## src/rtl/core/fdsl_pkg.sv

```systemverilog
`default_nettype none

package fdsl_pkg;

   // Serial word length and counter widths
   localparam int SHIFT_BITS = 24;
   localparam int BIT_CNT_W  = $clog2(SHIFT_BITS + 1);
   localparam int DELAY_W    = 10;

   // Last pass index of one load and the latch bits ORed in on the second pass
   localparam logic [1:0]            PASS_LAST   = 2'd2;
   localparam logic [1:0]            PASS_LATCH  = 2'd1;
   localparam logic [SHIFT_BITS-1:0] LATCH_BITS  = 24'h000880;

   // Tick phases within one bit
   localparam logic [1:0] PHASE_DATA  = 2'd0;
   localparam logic [1:0] PHASE_CLOCK = 2'd1;
   localparam logic [1:0] PHASE_HOLD  = 2'd2;

   // Request codes
   typedef enum logic [1:0] {
      OP_SET_DELAY  = 2'd0,
      OP_SET_ENABLE = 2'd1,
      OP_TICK       = 2'd2
   } op_type;

   typedef struct packed {
      logic [1:0]         operation;
      logic               channel;
      logic [DELAY_W-1:0] delay_value;
      logic               enable_flag;
   } req_type;

   typedef struct packed {
      logic               data_pin;
      logic               shift_clock_pin;
      logic               latch_clock_pin;
      logic               disable_pin;
      logic               busy_res;
      logic [DELAY_W-1:0] delay_ch0;
      logic [DELAY_W-1:0] delay_ch1;
      logic               rejected;
   } rsp_type;

   // Pack both delays into the shift word
   function automatic logic [SHIFT_BITS-1:0] pack_word(
      input logic [DELAY_W-1:0] d0,
      input logic [DELAY_W-1:0] d1
   );
      logic [SHIFT_BITS-1:0] w;
      w = '0;
      w[23:16] = d1[7:0];
      w[15:12] = d0[3:0];
      w[9:8]   = d1[9:8];
      w[5:0]   = d0[9:4];
      return w;
   endfunction

endpackage

`default_nettype wire

```

## src/rtl/core/fdsl_chan.sv

```systemverilog
`default_nettype none

// Valid/ready channel carrying one beat of payload
interface fdsl_chan #(
   parameter type payload_type = logic
);
   logic        valid;
   logic        ready;
   payload_type data;

   modport source (output valid, output data, input ready);
   modport sink   (input valid, input data, output ready);
endinterface

`default_nettype wire

```

## src/rtl/core/fine_delay_serial_loader.sv

```systemverilog
`default_nettype none

// Pin sequencer for a two-channel fine delay module. Each request beat yields
// exactly one response beat, one beat per clock at full rate: the request is
// applied to the sequencer state and the pin levels are captured in the
// response register in the same cycle, so the only limit is the downstream
// ready. A set-delay starts a three-pass load of the 24-bit word (3 ticks per
// bit plus a latch tick and an idle tick per pass, 222 ticks in all); a
// set-delay during a load is refused and flagged. Ticks while idle leave all
// serial pins low.
module fine_delay_serial_loader (
   input  wire logic    clock,
   input  wire logic    reset,
   fdsl_chan.sink       req_chan,
   fdsl_chan.source     rsp_chan
);
   import fdsl_pkg::*;

   // Sequencer state
   logic [DELAY_W-1:0]    delay_store_ff [2];
   logic [DELAY_W-1:0]    delay_store_in [2];
   logic [SHIFT_BITS-1:0] shift_word_ff, shift_word_in;
   logic [BIT_CNT_W-1:0]  bit_count_ff, bit_count_in;
   logic [1:0]            tick_phase_ff, tick_phase_in;
   logic [1:0]            pass_count_ff, pass_count_in;
   logic                  load_active_ff, load_active_in;
   logic                  disable_ff, disable_in;

   // Response register
   rsp_type               rsp_data_ff, rsp_data_in;
   logic                  rsp_valid_ff;

   logic                  accept;
   logic [SHIFT_BITS-1:0] word_eff;
   logic [BIT_CNT_W-1:0]  bit_idx;
   logic                  din, sclk, lclk, rej;

   // Take a new beat whenever the response slot is free or being drained
   assign req_chan.ready = !rsp_valid_ff || rsp_chan.ready;
   assign accept         = req_chan.valid && req_chan.ready;

   assign rsp_chan.valid = rsp_valid_ff;
   assign rsp_chan.data  = rsp_data_ff;

   assign word_eff = (pass_count_ff == PASS_LATCH) ? (shift_word_ff | LATCH_BITS)
                                                   : shift_word_ff;
   assign bit_idx  = BIT_CNT_W'(SHIFT_BITS - 1) - bit_count_ff;

   // Next state and pin levels for the request beat
   always_comb begin
      delay_store_in = delay_store_ff;
      shift_word_in  = shift_word_ff;
      bit_count_in   = bit_count_ff;
      tick_phase_in  = tick_phase_ff;
      pass_count_in  = pass_count_ff;
      load_active_in = load_active_ff;
      disable_in     = disable_ff;
      din  = 1'b0;
      sclk = 1'b0;
      lclk = 1'b0;
      rej  = 1'b0;

      case (req_chan.data.operation)
         OP_SET_DELAY: begin
            if (load_active_ff) begin
               rej = 1'b1;
            end else begin
               delay_store_in[req_chan.data.channel] = req_chan.data.delay_value;
               shift_word_in  = pack_word(delay_store_in[0], delay_store_in[1]);
               bit_count_in   = '0;
               tick_phase_in  = PHASE_DATA;
               pass_count_in  = '0;
               load_active_in = 1'b1;
            end
         end
         OP_SET_ENABLE: begin
            disable_in = !req_chan.data.enable_flag;
         end
         OP_TICK: begin
            if (load_active_ff) begin
               if (bit_count_ff < BIT_CNT_W'(SHIFT_BITS)) begin
                  // data, data with shift clock, data
                  din  = word_eff[bit_idx];
                  sclk = (tick_phase_ff == PHASE_CLOCK);
                  if (tick_phase_ff >= PHASE_HOLD) begin
                     tick_phase_in = PHASE_DATA;
                     bit_count_in  = bit_count_ff + 1'b1;
                  end else begin
                     tick_phase_in = tick_phase_ff + 1'b1;
                  end
               end else if (tick_phase_ff == PHASE_DATA) begin
                  // latch pulse
                  lclk          = 1'b1;
                  tick_phase_in = PHASE_CLOCK;
               end else begin
                  // idle tick closes the pass
                  tick_phase_in = PHASE_DATA;
                  bit_count_in  = '0;
                  if (pass_count_ff == PASS_LAST) begin
                     pass_count_in  = '0;
                     load_active_in = 1'b0;
                  end else begin
                     pass_count_in = pass_count_ff + 1'b1;
                  end
               end
            end
         end
         default: begin
         end
      endcase

      rsp_data_in.data_pin        = din;
      rsp_data_in.shift_clock_pin = sclk;
      rsp_data_in.latch_clock_pin = lclk;
      rsp_data_in.disable_pin     = disable_in;
      rsp_data_in.busy_res        = load_active_in;
      rsp_data_in.delay_ch0       = delay_store_in[0];
      rsp_data_in.delay_ch1       = delay_store_in[1];
      rsp_data_in.rejected        = rej;
   end

   // State and response registers
   always_ff @(posedge clock) begin
      if (reset) begin
         delay_store_ff[0] <= '0;
         delay_store_ff[1] <= '0;
         shift_word_ff     <= '0;
         bit_count_ff      <= '0;
         tick_phase_ff     <= PHASE_DATA;
         pass_count_ff     <= '0;
         load_active_ff    <= 1'b0;
         disable_ff        <= 1'b0;
         rsp_valid_ff      <= 1'b0;
      end else begin
         if (accept) begin
            delay_store_ff <= delay_store_in;
            shift_word_ff  <= shift_word_in;
            bit_count_ff   <= bit_count_in;
            tick_phase_ff  <= tick_phase_in;
            pass_count_ff  <= pass_count_in;
            load_active_ff <= load_active_in;
            disable_ff     <= disable_in;
            rsp_valid_ff   <= 1'b1;
         end else if (rsp_chan.ready) begin
            rsp_valid_ff   <= 1'b0;
         end
      end
   end

   // Payload register, no reset needed
   always_ff @(posedge clock) begin
      if (accept) begin
         rsp_data_ff <= rsp_data_in;
      end
   end

endmodule

`default_nettype wire

```

## src/flat_wrapper.sv

```systemverilog
// flat-port wrapper written by rule: the top's interface ports become plain ports
module fine_delay_serial_loader_flat import fdsl_pkg::*;
  (clock, reset, req_chan_valid, req_chan_data, req_chan_ready, rsp_chan_valid, rsp_chan_data, rsp_chan_ready);
  fdsl_chan #(.payload_type(req_type)) req_chan_i ();
  fdsl_chan #(.payload_type(rsp_type)) rsp_chan_i ();
  input  wire logic clock;
  input  wire logic reset;
  input wire logic [$bits(req_chan_i.valid)-1:0] req_chan_valid;
  input wire logic [$bits(req_chan_i.data)-1:0] req_chan_data;
  output wire logic [$bits(req_chan_i.ready)-1:0] req_chan_ready;
  output wire logic [$bits(rsp_chan_i.valid)-1:0] rsp_chan_valid;
  output wire logic [$bits(rsp_chan_i.data)-1:0] rsp_chan_data;
  input wire logic [$bits(rsp_chan_i.ready)-1:0] rsp_chan_ready;
  assign req_chan_i.valid = req_chan_valid;
  assign req_chan_i.data = req_chan_data;
  assign req_chan_ready = req_chan_i.ready;
  assign rsp_chan_valid = rsp_chan_i.valid;
  assign rsp_chan_data = rsp_chan_i.data;
  assign rsp_chan_i.ready = rsp_chan_ready;
  fine_delay_serial_loader u_core (.clock(clock), .reset(reset), .req_chan(req_chan_i), .rsp_chan(rsp_chan_i));
endmodule
```

## config.mk

```make
export PLATFORM = sky130hd
export DESIGN_NAME = fine_delay_serial_loader_flat
export DESIGN_NICKNAME = d
export VERILOG_FILES = /design/src/rtl/core/fdsl_pkg.sv /design/src/rtl/core/fdsl_chan.sv /design/src/rtl/core/fine_delay_serial_loader.sv /design/src/flat_wrapper.sv
export SDC_FILE = /design/constraint.sdc
export NUM_CORES = 1
export LEC_CHECK = 0
export BUFFER_PORTS_ARGS = -buffer_cell sky130_fd_sc_hd__buf_2
export CAP_MARGIN = 20
export CORE_AREA = 2 2 84 86
export DETAILED_ROUTE_END_ITERATION = 7
export DIE_AREA = 0 0 86 88
export PLACE_DENSITY = 0.75
export SYNTH_ARGS = -nofsm -noshare
export SYNTH_HDL_FRONTEND = slang
export SYNTH_SLANG_ARGS = --single-unit
export TNS_END_PERCENT = 10
```

## constraint.sdc

```tcl
create_clock -name clock -period 2.4 [get_ports clock]
set_input_delay 0.24 -clock clock [delete_from_list [all_inputs] [get_ports clock]]
set_output_delay 0.24 -clock clock [all_outputs]
set_load 0.1 [all_outputs]
```

==> key figures <==
Logic synthesis
  • Cells after synthesis: 325
  • Synth cell count leaders: dfxtp_1, nor2_1, mux2i_1
  • Fraction of registers with async set/reset: 0
  • Mapped Area: 0.00359 mm^2
  • Largest family of logic cells by synthesized area: multiplexers
  • Count leader, synth: dfxtp_1
  • Synth warnings: 0
  • Post-synthesis mux area share: 0.180
  • Synth Area in Compound Gates: 0.108
  • Synth cell types: 44
  • Syn Nets: 345
  • Sequential cell area fraction in the yosys report: 0.508
  • Seq cells post-synth: 78
  • Synth Area in Simple Gates: 0.147
  • Synth top area cells: dfxtp_1, edfxtp_1, mux2i_1, mux2_2, a211oi_1
  • Synth top area share: 0.290
  • Mapped Avg Cell Area: 11.0 um^2
  • Post-synth EDFFs: 26
  • Synth Flop Type: dfxtp_1
  • Synth Area in XOR/XNOR: 0.00767
  • Area leader, netlist: dfxtp_1
  • Adder-Cell Fraction of Synth Area: 0.00697

Route
  • WL per Instance: 16.5 um
  • Via count: 2600
  • First DRT Iteration DRCs: 196
  • Antenna violation net count after detailed routing: 0
  • Remaining DRCs: 0
  • Drt total wl: 7360 um
  • Drt pass-1 iters: 4
  • Via/cell ratio: 5.82

Setup path
  • WS Path Type: reg2reg
  • Nature of the critical path startpoint: flip-flop
  • Max FO, Critical Path: 10
  • Critical Path AT: 2.11 ns
  • Worst path required time: 2.50 ns
  • Crit path capture type: flip-flop

Layout
  • NumNets Final: 382
  • Sequential Area: 0.00182 mm^2
  • Antenna Cells: 0
  • Final cell count without fillers: 447
  • Filler cell count: 553
  • Final instance area: 0.00403 mm^2
  • Core Util, Final: 0.607
  • P&R area growth vs syn: 12.3%
  • Share of cells above drive strength 1: 0.262
  • Multi-input gate area: 0.00162 mm^2

Floorplan
  • Die H: 88 um
  • Die area: 0.00757 mm^2
  • Site Rows: 30
  • Ports: 46
  • Die width: 86 um
  • Core area: 0.00664 mm^2
  • Initial Util: 0.540

Min path
  • HP Class: in2reg

Pwr
  • Pwr Total: 2.87 mW
  • Combinational share of power: 0.159
  • LEAKAGE: 1.60 nW
  • Clock power share: 0.338
  • Switch share: 0.292
  • NetSw: 840 uW
  • Sequential share of power: 0.504
  • Pint: 2.03 mW
  • Maximum VDD drop: 0.367 mV
  • Pwr per Cell Area: 713 mW/mm^2

Timing
  • RSZ-0062 raised after global routing: no
  • Final Max Slew Viols: 0
  • Final-report hold violation count: 0
  • Layout Skew: 0.00698 ns
  • Final Cycle Share: 0.838
  • Final Critical Period: 2.01 ns
  • Setup_tns: 0 ns
  • FMAX: 497 MHz
  • Final setup vio count: 0
  • Slew headroom: 0.537
  • Slew @ Worst Pin: 0.694 ns

Clock tree
  • Clk_lat worst skew: 0.35 ns
  • # H-tree levels: 3
  • CTS max path bufs: 2
  • Clk root buf: clkbuf_8
  • Clock Sinks: 78
  • CTS Buf Count: 9
  • Cts hold-fix bufs: 0
  • Clock Pin Slew Worst Setup and Hold Paths: 0.08 ns
  • Post-CTS sizing: 0
  • CTS tree: built
  • Post-CTS Repair Setup Buffers: 0

Global routing
  • Met2 usage: 0.342
  • Largest net degree at the start of global routing: 51
  • Vias in the first global route: 2491
  • GR Overflow Total: 0
  • Initial antenna violation count: 0
  • GRT met1 Usage: 0.269
  • GR Util met3: 0.0452
  • First-pass GRT wire length: 12300 um
  • Global Route Usage Sum: 0.210
  • GR peak layer: met2

Outcome
  • Status: completed

Place
  • Port Buf Inserts: 45
  • DP HPWL: 4830 um
  • Post-DP Area: 0.00384 mm^2
  • Gpl congestion: 0.817
  • Placed Instances: 431

Job
  • Maxcap violations: 0
-- registers in the layout (all words and copies together) (netlist names), 2 cells and up --
signal	cells
u_core.pass_count_ff	2
u_core.tick_phase_ff	2
u_core.bit_count_ff	5
u_core.shift_word_ff	20
u_core.rsp_chan.data	26
u_core.delay_store_ff	20
-- cells by family (layout without fill, tap and decap cells) --
group	after synthesis	in the layout
xor+xnor	1	1
buf+inv	30	72
compound gates	59	59
mux	58	58
simple gates	97	97
flops	78	78
fa+ha+maj	2	2
-- cell usage in the layout (no fill, tap or decap), drive strengths merged, types with 2 or more instances in the layout --
cell     synthesis  layout
dfxtp           52      52
buf             16      51
nor2            38      38
mux2i           33      33
edfxtp          26      26
a211oi          24      24
mux2            22      22
a21oi           22      22
nand2           16      16
nand3           13      13
clkbuf           9      12
inv              5       5
or4              5       5
o21ai            4       4
mux4             3       3
o31ai            3       3
nand2b           3       3
and2             3       3
nor4             3       3
nor2b            2       2
nor3b            2       2
a2111oi          2       2
or4b             2       2
ha               2       2
nand4b           2       2
clkinv           0       2
-- power by group through the flow --
stage,Combinational (mW),Clock (mW),Sequential [mW]
after CTS,0.459,0.989,1.45
after global placement,0.450,0,1.48
final,0.456,0.970,1.45
after floorplan,0.177,0,1.67
after global routing,0.482,1.04,1.45
after detailed placement,0.456,0,1.48
-- area by class of cell --
| cell class | instances | area share |
|---|---|---|
| clock buffers | 12 | 0.0360 |
| repair buffers | 51 | 0.0701 |
| multi-input cells | 217 | 0.401 |
| clock inverters | 4 | 0.0115 |
| well taps | 80 | 0.0248 |
| inverters | 5 | 0.00466 |
| flip-flops and latches | 78 | 0.452 |
-- final timing paths --
path / startpoint / to / slack, ns / cells after the start
worst max-delay path: u_core.load_active_ff$_SDFFE_PP0P_ / u_core.rsp_chan.data[9]$_DFFE_PP_ / 0.39 / 3
worst min-delay path: req_chan_data[6] / u_core.delay_store_ff[5]$_SDFFE_PP0P_ / 0.18 / 3
worst max register to register: u_core.load_active_ff$_SDFFE_PP0P_ / u_core.rsp_chan.data[9]$_DFFE_PP_ / 0.39 / 3
worst min register to register: u_core.delay_store_ff[7]$_SDFFE_PP0P_ / u_core.delay_store_ff[7]$_SDFFE_PP0P_ / 0.47 / 2
-- stage by stage --
stage          setup WS [ns]  hold WS, ns
2_1_floorplan          0.151        0.369
3_3_place_gp           0.546        0.454
3_5_place_dp           0.430        0.462
4_1_cts                0.434        0.169
5_1_grt                0.347        0.199
6_report               0.388        0.183
-- worst max-delay path, stage by stage (launching register included) --
cell and delay, ns:
dfxtp_1 0.45, nor3_2 0.33, and2_1 0.57, mux2_2 0.41
-- metal layers --
layer  up-vias  part of all wire  routed length [um]
met2        73              0.48                3530
li1       1284                 -                   -
met1      1225              0.44                3250
met5         -                 0                   0
met4         0             0.026                 194
met3        18             0.051                 379
Note: power is estimated with default switching activity, not from simulation.
